`src/hvlc_pkg.sv`:
```
// ----------------------------------------------------------------------------
// hvlc_pkg: shared types and helpers of the hex Vigenere line cipher
// Holds the register map, the character codes, the configuration and result
// pair structures, and the key digit and base-32 helpers.
// ----------------------------------------------------------------------------
`default_nettype none

package hvlc_pkg;

    // Register map: index of each register (byte address is 8 * index)
    localparam logic [1:0] REG_KEY_LOW  = 2'd0;
    localparam logic [1:0] REG_KEY_HIGH = 2'd1;
    localparam logic [1:0] REG_DECRYPT  = 2'd2;
    localparam logic [1:0] REG_BYPASS   = 2'd3;

    // Character codes
    localparam logic [7:0] CH_LF      = 8'd10;
    localparam logic [7:0] CH_CR      = 8'd13;
    localparam logic [7:0] CH_ZERO    = 8'd48;
    localparam logic [7:0] CH_NINE    = 8'd57;
    // 'a' - 10: offset of the letter digits
    localparam logic [7:0] CH_LET_OFS = 8'd87;

    // Configuration as seen by the datapath
    typedef struct packed {
        logic [127:0] key;       // high digits in [127:64], low in [63:0]
        logic         decrypt;
        logic         bypass;
    } cfg_t;

    // Up to two result words caused by one input word
    typedef struct packed {
        logic [1:0] count;
        logic [7:0] char0;
        logic       err0;
        logic [7:0] char1;
        logic       err1;
    } pair_t;

    // Pick key digit at a position (modulo 32)
    function automatic logic [3:0] key_digit(logic [127:0] key, logic [4:0] pos);
        logic [6:0] base;
        base = {pos, 2'b00};
        return key[base +: 4];
    endfunction

    // Base-32 character of a value 0..31
    function automatic logic [7:0] b32_char(logic [4:0] v);
        logic [7:0] ext;
        ext = {3'b000, v};
        return (v < 5'd10) ? (CH_ZERO + ext) : (CH_LET_OFS + ext);
    endfunction

endpackage

`default_nettype wire

```
`src/hvlc_core.sv`:
```
// ----------------------------------------------------------------------------
// hvlc_core: line state and per-character transform
// Holds the digit position, the pending half byte and the line flags, and
// works out the result pair for the word presented at the input.
// ----------------------------------------------------------------------------
`default_nettype none

module hvlc_core (
    input  wire logic           aclk,
    input  wire logic           aresetn,
    input  wire hvlc_pkg::cfg_t cfg,
    input  wire logic [7:0]     char_in,
    input  wire logic           accept,
    output hvlc_pkg::pair_t     pair
);

    logic [4:0] pos_reg,        pos_next;
    logic [3:0] pend_nib_reg,   pend_nib_next;
    logic       pend_valid_reg, pend_valid_next;
    logic       pend_err_reg,   pend_err_next;
    logic       skip_reg,       skip_next;
    logic       lbl_reg,        lbl_next;

    logic [3:0] k0, k1;
    logic [4:0] sum0, sum1;
    logic [9:0] base_val, dig_val;
    logic       dig_err;
    logic [7:0] byte_val;
    logic       line_lf;

    // Key digits for this position and the next
    assign k0 = hvlc_pkg::key_digit(cfg.key, pos_reg);
    assign k1 = hvlc_pkg::key_digit(cfg.key, pos_reg + 5'd1);

    // Encrypt sums of both hex digits
    assign sum0 = {1'b0, char_in[7:4]} + {1'b0, k0};
    assign sum1 = {1'b0, char_in[3:0]} + {1'b0, k1};

    // Decrypt digit: value minus key digit in ten-bit two's complement
    assign base_val = {2'b00, char_in}
                    - {2'b00, (char_in <= hvlc_pkg::CH_NINE) ? hvlc_pkg::CH_ZERO
                                                             : hvlc_pkg::CH_LET_OFS};
    assign dig_val  = base_val - {6'b000000, k0};
    assign dig_err  = (dig_val[9:4] != 6'd0);
    assign byte_val = {pend_nib_reg, dig_val[3:0]};

    // Line end: does the line already close on an LF byte
    assign line_lf = pend_valid_reg ? (pend_nib_reg == hvlc_pkg::CH_LF[3:0])
                                    : lbl_reg;

    // Result pair and next line state
    always_comb begin
        pair            = '0;
        pos_next        = pos_reg;
        pend_nib_next   = pend_nib_reg;
        pend_valid_next = pend_valid_reg;
        pend_err_next   = pend_err_reg;
        skip_next       = skip_reg;
        lbl_next        = lbl_reg;

        if (cfg.bypass) begin
            pair.count = 2'd1;
            pair.char0 = char_in;
        end else if (!cfg.decrypt) begin
            if (char_in == hvlc_pkg::CH_LF) begin
                pair.count = 2'd1;
                pair.char0 = hvlc_pkg::CH_LF;
                pos_next   = 5'd0;
            end else if (char_in != hvlc_pkg::CH_CR) begin
                pair.count = 2'd2;
                pair.char0 = hvlc_pkg::b32_char(sum0);
                pair.char1 = hvlc_pkg::b32_char(sum1);
                pos_next   = pos_reg + 5'd2;
            end
        end else if (skip_reg) begin
            if (char_in == hvlc_pkg::CH_LF) begin
                skip_next = 1'b0;
            end
        end else if (char_in == hvlc_pkg::CH_LF || char_in == hvlc_pkg::CH_CR) begin
            // Flush the odd digit, then close the line
            if (pend_valid_reg) begin
                pair.char0 = {4'b0000, pend_nib_reg};
                pair.err0  = pend_err_reg;
                if (line_lf) begin
                    pair.count = 2'd1;
                end else begin
                    pair.count = 2'd2;
                    pair.char1 = hvlc_pkg::CH_LF;
                end
            end else if (!line_lf) begin
                pair.count = 2'd1;
                pair.char0 = hvlc_pkg::CH_LF;
            end
            pos_next        = 5'd0;
            pend_nib_next   = 4'd0;
            pend_valid_next = 1'b0;
            pend_err_next   = 1'b0;
            lbl_next        = 1'b0;
            skip_next       = (char_in == hvlc_pkg::CH_CR);
        end else begin
            pos_next = pos_reg + 5'd1;
            if (pend_valid_reg) begin
                pair.count      = 2'd1;
                pair.char0      = byte_val;
                pair.err0       = pend_err_reg | dig_err;
                lbl_next        = (byte_val == hvlc_pkg::CH_LF);
                pend_valid_next = 1'b0;
                pend_err_next   = 1'b0;
                pend_nib_next   = 4'd0;
            end else begin
                pend_nib_next   = dig_val[3:0];
                pend_valid_next = 1'b1;
                pend_err_next   = dig_err;
            end
        end
    end

    // Advance line state on each accepted word
    always_ff @(posedge aclk) begin
        if (!aresetn) begin
            pos_reg        <= 5'd0;
            pend_nib_reg   <= 4'd0;
            pend_valid_reg <= 1'b0;
            pend_err_reg   <= 1'b0;
            skip_reg       <= 1'b0;
            lbl_reg        <= 1'b0;
        end else if (accept) begin
            pos_reg        <= pos_next;
            pend_nib_reg   <= pend_nib_next;
            pend_valid_reg <= pend_valid_next;
            pend_err_reg   <= pend_err_next;
            skip_reg       <= skip_next;
            lbl_reg        <= lbl_next;
        end
    end

endmodule

`default_nettype wire

```
`src/hvlc_obuf.sv`:
```
// ----------------------------------------------------------------------------
// hvlc_obuf: result register pair
// Holds up to two result words and hands them out one per cycle while m_ready
// is high; a new pair is loaded as the last held word leaves.
// ----------------------------------------------------------------------------
`default_nettype none

module hvlc_obuf (
    input  wire logic            aclk,
    input  wire logic            aresetn,
    input  wire hvlc_pkg::pair_t pair,
    input  wire logic            load,
    output logic                 load_ok,
    output logic                 m_valid,
    input  wire logic            m_ready,
    output logic [7:0]           m_char_out,
    output logic                 m_last,
    output logic                 m_digit_error
);

    logic [1:0] cnt_reg;
    logic [7:0] head_char_reg, tail_char_reg;
    logic       head_err_reg,  tail_err_reg;
    logic       pop;

    assign m_valid       = (cnt_reg != 2'd0);
    assign m_last        = (cnt_reg == 2'd1);
    assign m_char_out    = head_char_reg;
    assign m_digit_error = head_err_reg;
    assign pop           = m_valid & m_ready;

    // Take a new pair once the buffer empties this cycle
    assign load_ok = (cnt_reg == 2'd0) || ((cnt_reg == 2'd1) && m_ready);

    // Count held words
    always_ff @(posedge aclk) begin
        if (!aresetn) begin
            cnt_reg <= 2'd0;
        end else if (load) begin
            cnt_reg <= pair.count;
        end else if (pop) begin
            cnt_reg <= cnt_reg - 2'd1;
        end
    end

    // Load the pair or shift the tail word forward
    always_ff @(posedge aclk) begin
        if (load) begin
            head_char_reg <= pair.char0;
            head_err_reg  <= pair.err0;
            tail_char_reg <= pair.char1;
            tail_err_reg  <= pair.err1;
        end else if (pop) begin
            head_char_reg <= tail_char_reg;
            head_err_reg  <= tail_err_reg;
        end
    end

endmodule

`default_nettype wire

```
`src/hex_vigenere_line_cipher_top.sv`:
```
// ----------------------------------------------------------------------------
// hex_vigenere_line_cipher_top: hex Vigenere line cipher
// Enciphers or deciphers a character stream line by line with a 32-digit key.
// ----------------------------------------------------------------------------
// Usage:
//   Input channel s_valid/s_ready/s_char_in takes one character a word.
//   Result channel m_valid/m_ready/m_char_out/m_last/m_digit_error gives the
//   zero, one or two words each character causes; m_last marks the final one.
//   Program the key, mode and bypass over the APB port while the stream idles.
// Timing and throughput:
//   Results are registered and appear in the cycle after the character is
//   taken. A character giving one result (or none) is taken every cycle
//   while m_ready is high; an enciphered byte gives two cipher digits through
//   the result pair; the next character is taken as the last result leaves.
// Reset:
//   aresetn (synchronous, active low) empties the result register, clears the
//   line state and sets bypass with a zero key in encrypt mode.
// Stall:
//   With m_ready low the held result stays put and s_ready drops once no
//   result slot can be freed.
// ----------------------------------------------------------------------------
`default_nettype none

module hex_vigenere_line_cipher_top (
    input  wire logic        aclk,
    input  wire logic        aresetn,
    // Character input
    input  wire logic        s_valid,
    output logic             s_ready,
    input  wire logic [7:0]  s_char_in,
    // Result output
    output logic             m_valid,
    input  wire logic        m_ready,
    output logic [7:0]       m_char_out,
    output logic             m_last,
    output logic             m_digit_error,
    // Configuration port
    input  wire logic        psel,
    input  wire logic        penable,
    input  wire logic        pwrite,
    input  wire logic [4:0]  paddr,
    input  wire logic [63:0] pwdata,
    output logic [63:0]      prdata,
    output logic             pready
);

    logic [63:0]     key_low_reg, key_high_reg;
    logic            decrypt_reg, bypass_reg;
    logic [1:0]      reg_idx;
    logic            cfg_wr;
    logic            accept;
    hvlc_pkg::cfg_t  cfg;
    hvlc_pkg::pair_t pair;

    assign pready  = 1'b1;
    assign reg_idx = paddr[4:3];
    assign cfg_wr  = psel & penable & pwrite;

    // Configuration registers
    always_ff @(posedge aclk) begin
        if (!aresetn) begin
            key_low_reg  <= 64'd0;
            key_high_reg <= 64'd0;
            decrypt_reg  <= 1'b0;
            bypass_reg   <= 1'b1;
        end else if (cfg_wr) begin
            unique case (reg_idx)
                hvlc_pkg::REG_KEY_LOW:  key_low_reg  <= pwdata;
                hvlc_pkg::REG_KEY_HIGH: key_high_reg <= pwdata;
                hvlc_pkg::REG_DECRYPT:  decrypt_reg  <= pwdata[0];
                hvlc_pkg::REG_BYPASS:   bypass_reg   <= pwdata[0];
                default: ;
            endcase
        end
    end

    // Register read back
    always_comb begin
        unique case (reg_idx)
            hvlc_pkg::REG_KEY_LOW:  prdata = key_low_reg;
            hvlc_pkg::REG_KEY_HIGH: prdata = key_high_reg;
            hvlc_pkg::REG_DECRYPT:  prdata = {63'd0, decrypt_reg};
            hvlc_pkg::REG_BYPASS:   prdata = {63'd0, bypass_reg};
            default:                prdata = 64'd0;
        endcase
    end

    assign cfg.key     = {key_high_reg, key_low_reg};
    assign cfg.decrypt = decrypt_reg;
    assign cfg.bypass  = bypass_reg;

    assign accept = s_valid & s_ready;

    hvlc_core u_core (
        .aclk    (aclk),
        .aresetn (aresetn),
        .cfg     (cfg),
        .char_in (s_char_in),
        .accept  (accept),
        .pair    (pair)
    );

    hvlc_obuf u_obuf (
        .aclk          (aclk),
        .aresetn       (aresetn),
        .pair          (pair),
        .load          (accept),
        .load_ok       (s_ready),
        .m_valid       (m_valid),
        .m_ready       (m_ready),
        .m_char_out    (m_char_out),
        .m_last        (m_last),
        .m_digit_error (m_digit_error)
    );

endmodule

`default_nettype wire

```
`config.mk`:
```
export PLATFORM = sky130hd
export DESIGN_NAME = hex_vigenere_line_cipher_top
export DESIGN_NICKNAME = d
export VERILOG_FILES = /design/src/hvlc_pkg.sv /design/src/hvlc_core.sv /design/src/hvlc_obuf.sv /design/src/hex_vigenere_line_cipher_top.sv
export SDC_FILE = /design/constraint.sdc
export NUM_CORES = 1
export LEC_CHECK = 0
export BUFFER_PORTS_ARGS = -buffer_cell sky130_fd_sc_hd__buf_2
export CORE_MARGIN = 2
export CORE_UTILIZATION = 58
export DETAILED_ROUTE_END_ITERATION = 7
export PLACE_DENSITY_LB_ADDON = 0.2
export REMOVE_ABC_BUFFERS = 1
export SLEW_MARGIN = 30
export SYNTH_ARGS = -nofsm -noshare
export SYNTH_HDL_FRONTEND = slang
export SYNTH_SLANG_ARGS = --single-unit
```
`constraint.sdc`:
```
create_clock -name aclk -period 5 [get_ports aclk]
set_clock_uncertainty 0.05 [all_clocks]
set_input_delay 0.75 -clock aclk [delete_from_list [all_inputs] [get_ports aclk]]
set_output_delay 0.75 -clock aclk [all_outputs]
set_load 0.05 [all_outputs]
```
==> impl_metrics.env, run 1 <==
export IMPL_status="finished clean"
export IMPL_grt_setup_unrepaired="no"
export IMPL_synth_enable_flop_cells=16
export IMPL_max_slew_margin_rel=0.444
export IMPL_grt_max_degree=89
export IMPL_nets=1445
export IMPL_via_per_inst=6.10
export IMPL_grt_pass1_wl_um=46900
export IMPL_power_mw=3.08
export IMPL_layout_setup_ws_ps=539
export IMPL_hold_viol_final=0
export IMPL_peakVddDrop_mv=0.263
export IMPL_start_util=0.593
export IMPL_drtPass1Iterations=5
export IMPL_placed_cells=1541
export IMPL_synth_seq_cells=161
export IMPL_synthCells=1226
export IMPL_syn_area_um2=10600
export IMPL_setup_viol=0
export IMPL_cp_arrival_ps=4600
export IMPL_wl_met1_um=12300
export IMPL_fin_tns_setup_ps=0
export IMPL_antenna_found_initial=0
export IMPL_ant_nets=0
export IMPL_syn_to_final_growth_pct=13.2
export IMPL_path_class="reg -> reg"
export IMPL_drt_initial_drc_count=974
export IMPL_grt_overflow=0
export IMPL_stdcell_area_um2=12100
export IMPL_gr_usage_all_layers=0.297
export IMPL_seq_area_frac_synth=0.318
export IMPL_htree_num_levels=4
export IMPL_ys_types=64
export IMPL_die_area_um2=19500
export IMPL_detail_route_wl_per_cell_um=18.3
export IMPL_seq_area_um2=3390
export IMPL_clock_sink_count=161
export IMPL_worstMarginPinSlew_ps=834
export IMPL_wl_met2_um=13900
export IMPL_num_antenna_cells=0
export IMPL_top_layer="met4"
export IMPL_placed_area_um2=11500
export IMPL_fill_cells=1534
export IMPL_io_buffers=156
export IMPL_multi_input_area_um2=6780
export IMPL_drcViolationCount=0
export IMPL_period_needed_ps=4460
export IMPL_core_um2=18000
export IMPL_cts_max_path_buffers=2
export IMPL_boundaryPins=161
export IMPL_synth_avg_cell_area_um2=8.68
export IMPL_path_clk_slew_ps=60
export IMPL_cts_tree="built"
export IMPL_cts_root_buf="clkbuf_16"
export IMPL_cts_setup_buffers=0
export IMPL_cts_buffers=17
export IMPL_worst_path_max_fanout=11
export IMPL_dr_wl_met3_um=1950
export IMPL_finalMaxSlewViolations=0
export IMPL_fmax_mhz=224
export IMPL_synthArstFlopShare=0
export IMPL_gp_congestion=0.925
export IMPL_p_leak_nw=4.81
export IMPL_cts_hold_buf=0
export IMPL_grt_pass1_vias=9103
export IMPL_routed_wl_um=28800
export IMPL_crit_required_ps=5140
export IMPL_rows=49
export IMPL_fp_dieW_um=139
export IMPL_drive_gt1_frac=0.213
export IMPL_fin_crit_sh=0.892
export IMPL_vias=9582
export IMPL_crit_path_start_kind="register"
export IMPL_synth_ff_type="dfxtp_1"
export IMPL_ys_warn_count=0
export IMPL_cts_resized=0
export IMPL_hold_class="reg -> reg"
export IMPL_dpl_worst_slack_ps=409
export IMPL_clock_latency_ps=430
export IMPL_final_core_util=0.671
export IMPL_instances_no_fill=1572
export IMPL_dpl_hpwl_um=19600
export IMPL_whs_ps=412
export IMPL_end_kind="register"
export IMPL_max_cap_violations=0
export IMPL_power_density_nw_per_um2=256
export IMPL_die_h_um=139
-- critical path: stages, from the launching register on --
cell,delay [ps]
dfxtp_4,350
ha_2,540
buf_4,300
mux4_1,590
mux4_2,480
mux2_2,320
ha_1,290
a21o_1,150
a21oi_1,180
xor2_1,340
o21ai_1,220
nor2_1,130
a21oi_1,60
a32o_1,210
-- final timing paths --
kind	start	to	slack, ps	cells after the start
worst min-delay path	u_core.pend_err_reg	u_core.pend_err_reg	410	2
worst max-delay path	u_core.pos_reg[0]	u_obuf.tail_char_reg[1]	540	13
worst max register to register	u_core.pos_reg[0]	u_obuf.tail_char_reg[1]	540	13
worst min register to register	u_core.pend_err_reg	u_core.pend_err_reg	410	2
-- layer usage --
metal,vias up,track usage
met5,-,0
met2,377,0.496
met3,46,0.0437
met4,0,0.103
met1,4602,0.396
li1,4557,-
-- synthesized netlist by cell type (8+ instances only) --
cell,number,share of area
nand2_1,298,0.11
dfxtp_1,145,0.27
nor2_1,93,0.033
mux2i_1,89,0.084
a21boi_1,75,0.053
a21boi_0,66,0.047
clkbuf_1,64,0.023
mux4_2,47,0.099
a21oi_1,41,0.019
ha_1,25,0.029
inv_1,23,0.0081
nand3_1,22,0.010
mux2_2,21,0.022
o21ai_0,21,0.0099
edfxtp_1,16,0.045
nor3_1,11,0.0052
a21o_1,10,0.0071
xnor2_1,10,0.0082
buf_2,9,0.0042
nor2b_1,9,0.0053
a221oi_1,8,0.0066
-- cell usage in the layout, fill, tap and decap left out, types with 10 or more instances in the layout --
| master | instances |
|---|---|
| xnor2_1 | 10 |
| mux4_2 | 47 |
| a21oi_1 | 41 |
| buf_2 | 154 |
| a21o_1 | 10 |
| a21boi_1 | 75 |
| mux2i_1 | 89 |
| dfxtp_1 | 144 |
| nand3_1 | 22 |
| nor2_1 | 93 |
| a21boi_0 | 66 |
| edfxtp_1 | 16 |
| mux2_2 | 21 |
| o21ai_0 | 21 |
| nand2_1 | 297 |
| inv_1 | 23 |
| clkbuf_16 | 18 |
| ha_1 | 24 |
| buf_4 | 21 |
-- layout make-up --
type                    instances  area share
flip-flops and latches        161       0.281
well taps                     229      0.0238
inverters                      25     0.00779
clock buffers                  22      0.0403
clock inverters                 8     0.00446
repair buffers                177      0.0804
multi-input cells             950       0.562
-- power by group --
part,internal (mW),total [mW],switching (mW)
clock,0.686,1.22,0.538
combinational,0.168,0.487,0.319
sequential,1.35,1.37,0.0216
total,2.20,3.08,0.878
-- cells by family (layout without fill, tap and decap cells) --
| group | count (synthesis) | after routing | share of synthesized area |
|---|---|---|---|
| xor gates and xnor gates | 18 | 18 | 0.0155 |
| other | 1 | 1 | 0.000352 |
| and+or+nand+nor | 459 | 459 | 0.175 |
| adders and majority gates | 29 | 29 | 0.0369 |
| muxes | 166 | 166 | 0.223 |
| DFF | 161 | 161 | 0.318 |
| buffers and inverters | 115 | 232 | 0.0473 |
| AOI/OAI and AO/OA | 277 | 277 | 0.184 |
Note: power is estimated with default switching activity, not from simulation.
==> run 2, diff against run 1 <==
Settings changed: CORE_UTILIZATION 58 to 63, SLEW_MARGIN 30 to 20.
Clock period 5 ns to 5.8 ns, I/O delays scaled along.
==> impl_metrics.env, run 2 (synthesis gave the netlist of run 1 again) <==
export IMPL_hold_viol_final=0
export IMPL_rows=47
export IMPL_layout_commonest_cell="nand2_1"
export IMPL_crit_path_start_kind="register"
export IMPL_drtPass1Iterations=5
export IMPL_antenna_found_initial=0
export IMPL_stdcell_area_um2=12000
export IMPL_p_sw_frac=0.282
export IMPL_whs_ps=416
export IMPL_placed_area_um2=11400
export IMPL_period_needed_ps=5070
export IMPL_final_cell_mix="nand2_1 (297), buf_2 (154), dfxtp_1 (144)"
export IMPL_ant_nets=0
export IMPL_io_buffers=156
export IMPL_cts_root_buf="clkbuf_16"
export IMPL_crit_required_ps=5930
export IMPL_finalMaxSlewViolations=0
export IMPL_vias=9707
export IMPL_detail_route_wl_per_cell_um=18.3
export IMPL_path_class="reg -> reg"
export IMPL_setup_viol=0
export IMPL_drive_gt1_frac=0.209
export IMPL_cts_resized=0
export IMPL_start_util=0.644
export IMPL_boundaryPins=161
export IMPL_peakVddDrop_mv=0.215
export IMPL_cts_tree="built"
export IMPL_gr_usage_all_layers=0.320
export IMPL_nets=1437
export IMPL_fmax_mhz=197
export IMPL_drcViolationCount=0
export IMPL_grt_pass1_wl_um=45900
export IMPL_status="finished clean"
export IMPL_dpl_hpwl_um=19000
export IMPL_drt_initial_drc_count=986
export IMPL_clock_latency_ps=430
export IMPL_cts_setup_buffers=0
export IMPL_cp_arrival_ps=5200
export IMPL_hold_class="reg -> reg"
export IMPL_grt_pass1_vias=9085
export IMPL_grt_overflow=0
export IMPL_htree_num_levels=4
export IMPL_p_leak_nw=4.78
export IMPL_grt_max_degree=109
export IMPL_power_frac_seq=0.433
export IMPL_cts_max_path_buffers=2
export IMPL_via_per_inst=6.23
export IMPL_gp_congestion=0.971
export IMPL_clkPwrFrac=0.415
export IMPL_die_area_um2=18000
export IMPL_clock_sink_count=161
export IMPL_fp_dieW_um=134
export IMPL_grt_setup_unrepaired="no"
export IMPL_end_kind="register"
export IMPL_routed_wl_um=28600
export IMPL_max_cap_violations=0
export IMPL_worst_path_max_fanout=24
export IMPL_p_sw_mw=0.769
export IMPL_power_frac_comb=0.152
export IMPL_cts_hold_buf=0
export IMPL_core_um2=16500
export IMPL_path_clk_slew_ps=60
export IMPL_worstMarginPinSlew_ps=965
export IMPL_syn_to_final_growth_pct=12.9
export IMPL_max_slew_margin_rel=0.351
export IMPL_power_internal_mw=1.96
export IMPL_cts_buffers=17
export IMPL_fin_crit_sh=0.874
export IMPL_die_h_um=134
export IMPL_power_density_nw_per_um2=227
-- run 2: layout make-up --
cell class	count	area (um2)
antenna	1	2.50
clock buffer	22	495
clock inverter	10	96.3
fill	1280	4510
inverter	25	93.8
multi-input combinational	950	6770
sequential	161	3390
tap	220	275
timing repair buffer	169	896
-- run 2: per-layer routing --
metal | up-vias | wire (um) | GRT usage
met5 | - | 0 | 0
met4 | 0 | 924 | 0.132
met3 | 70 | 2250 | 0.0537
met2 | 449 | 13400 | 0.523
met1 | 4642 | 12000 | 0.423
li1 | 4546 | - | -
-- run 2: power groups by stage --
stage / sequential (mW) / combinational, mW / clock, mW
after floorplan: 1.25 / 0.222 / 0
after global placement: 1.20 / 0.404 / 0
after detailed placement: 1.21 / 0.409 / 0
after CTS: 1.18 / 0.411 / 1.14
after global routing: 1.18 / 0.449 / 1.18
final: 1.18 / 0.415 / 1.13
-- run 2: worst max-delay path, cell delays in order (launching register included) --
cell	delay, ps
dfxtp_1	700
ha_2	480
buf_4	480
mux4_1	650
mux4_2	460
mux2_2	320
fa_1	450
a21o_1	200
a21oi_1	330
o21ai_1	250
nor2_1	140
a21oi_1	70
a32o_1	220
-- run 2: final timing paths --
kind                                           from                      end  depth (start not counted)  slack, ps
worst min-delay path            u_core.pend_err_reg      u_core.pend_err_reg                          2        420
worst min register to register  u_core.pend_err_reg      u_core.pend_err_reg                          2        420
worst max-delay path              u_core.pos_reg[1]  u_obuf.tail_char_reg[1]                         12        730
worst max register to register    u_core.pos_reg[1]  u_obuf.tail_char_reg[1]                         12        730
-- run 2: per-stage QoR --
stage	power (mW)	util	setup slack [ps]	cells	setup TNS, ps
after detailed placement	1.61	0.691	834	1525	0
after floorplan	1.47	-	-1460	1136	-8050
final	2.73	0.727	731	1558	0
after CTS	2.73	0.727	803	1557	0
after global routing	2.82	0.727	476	1557	0
after global placement	1.61	0.691	926	1525	0
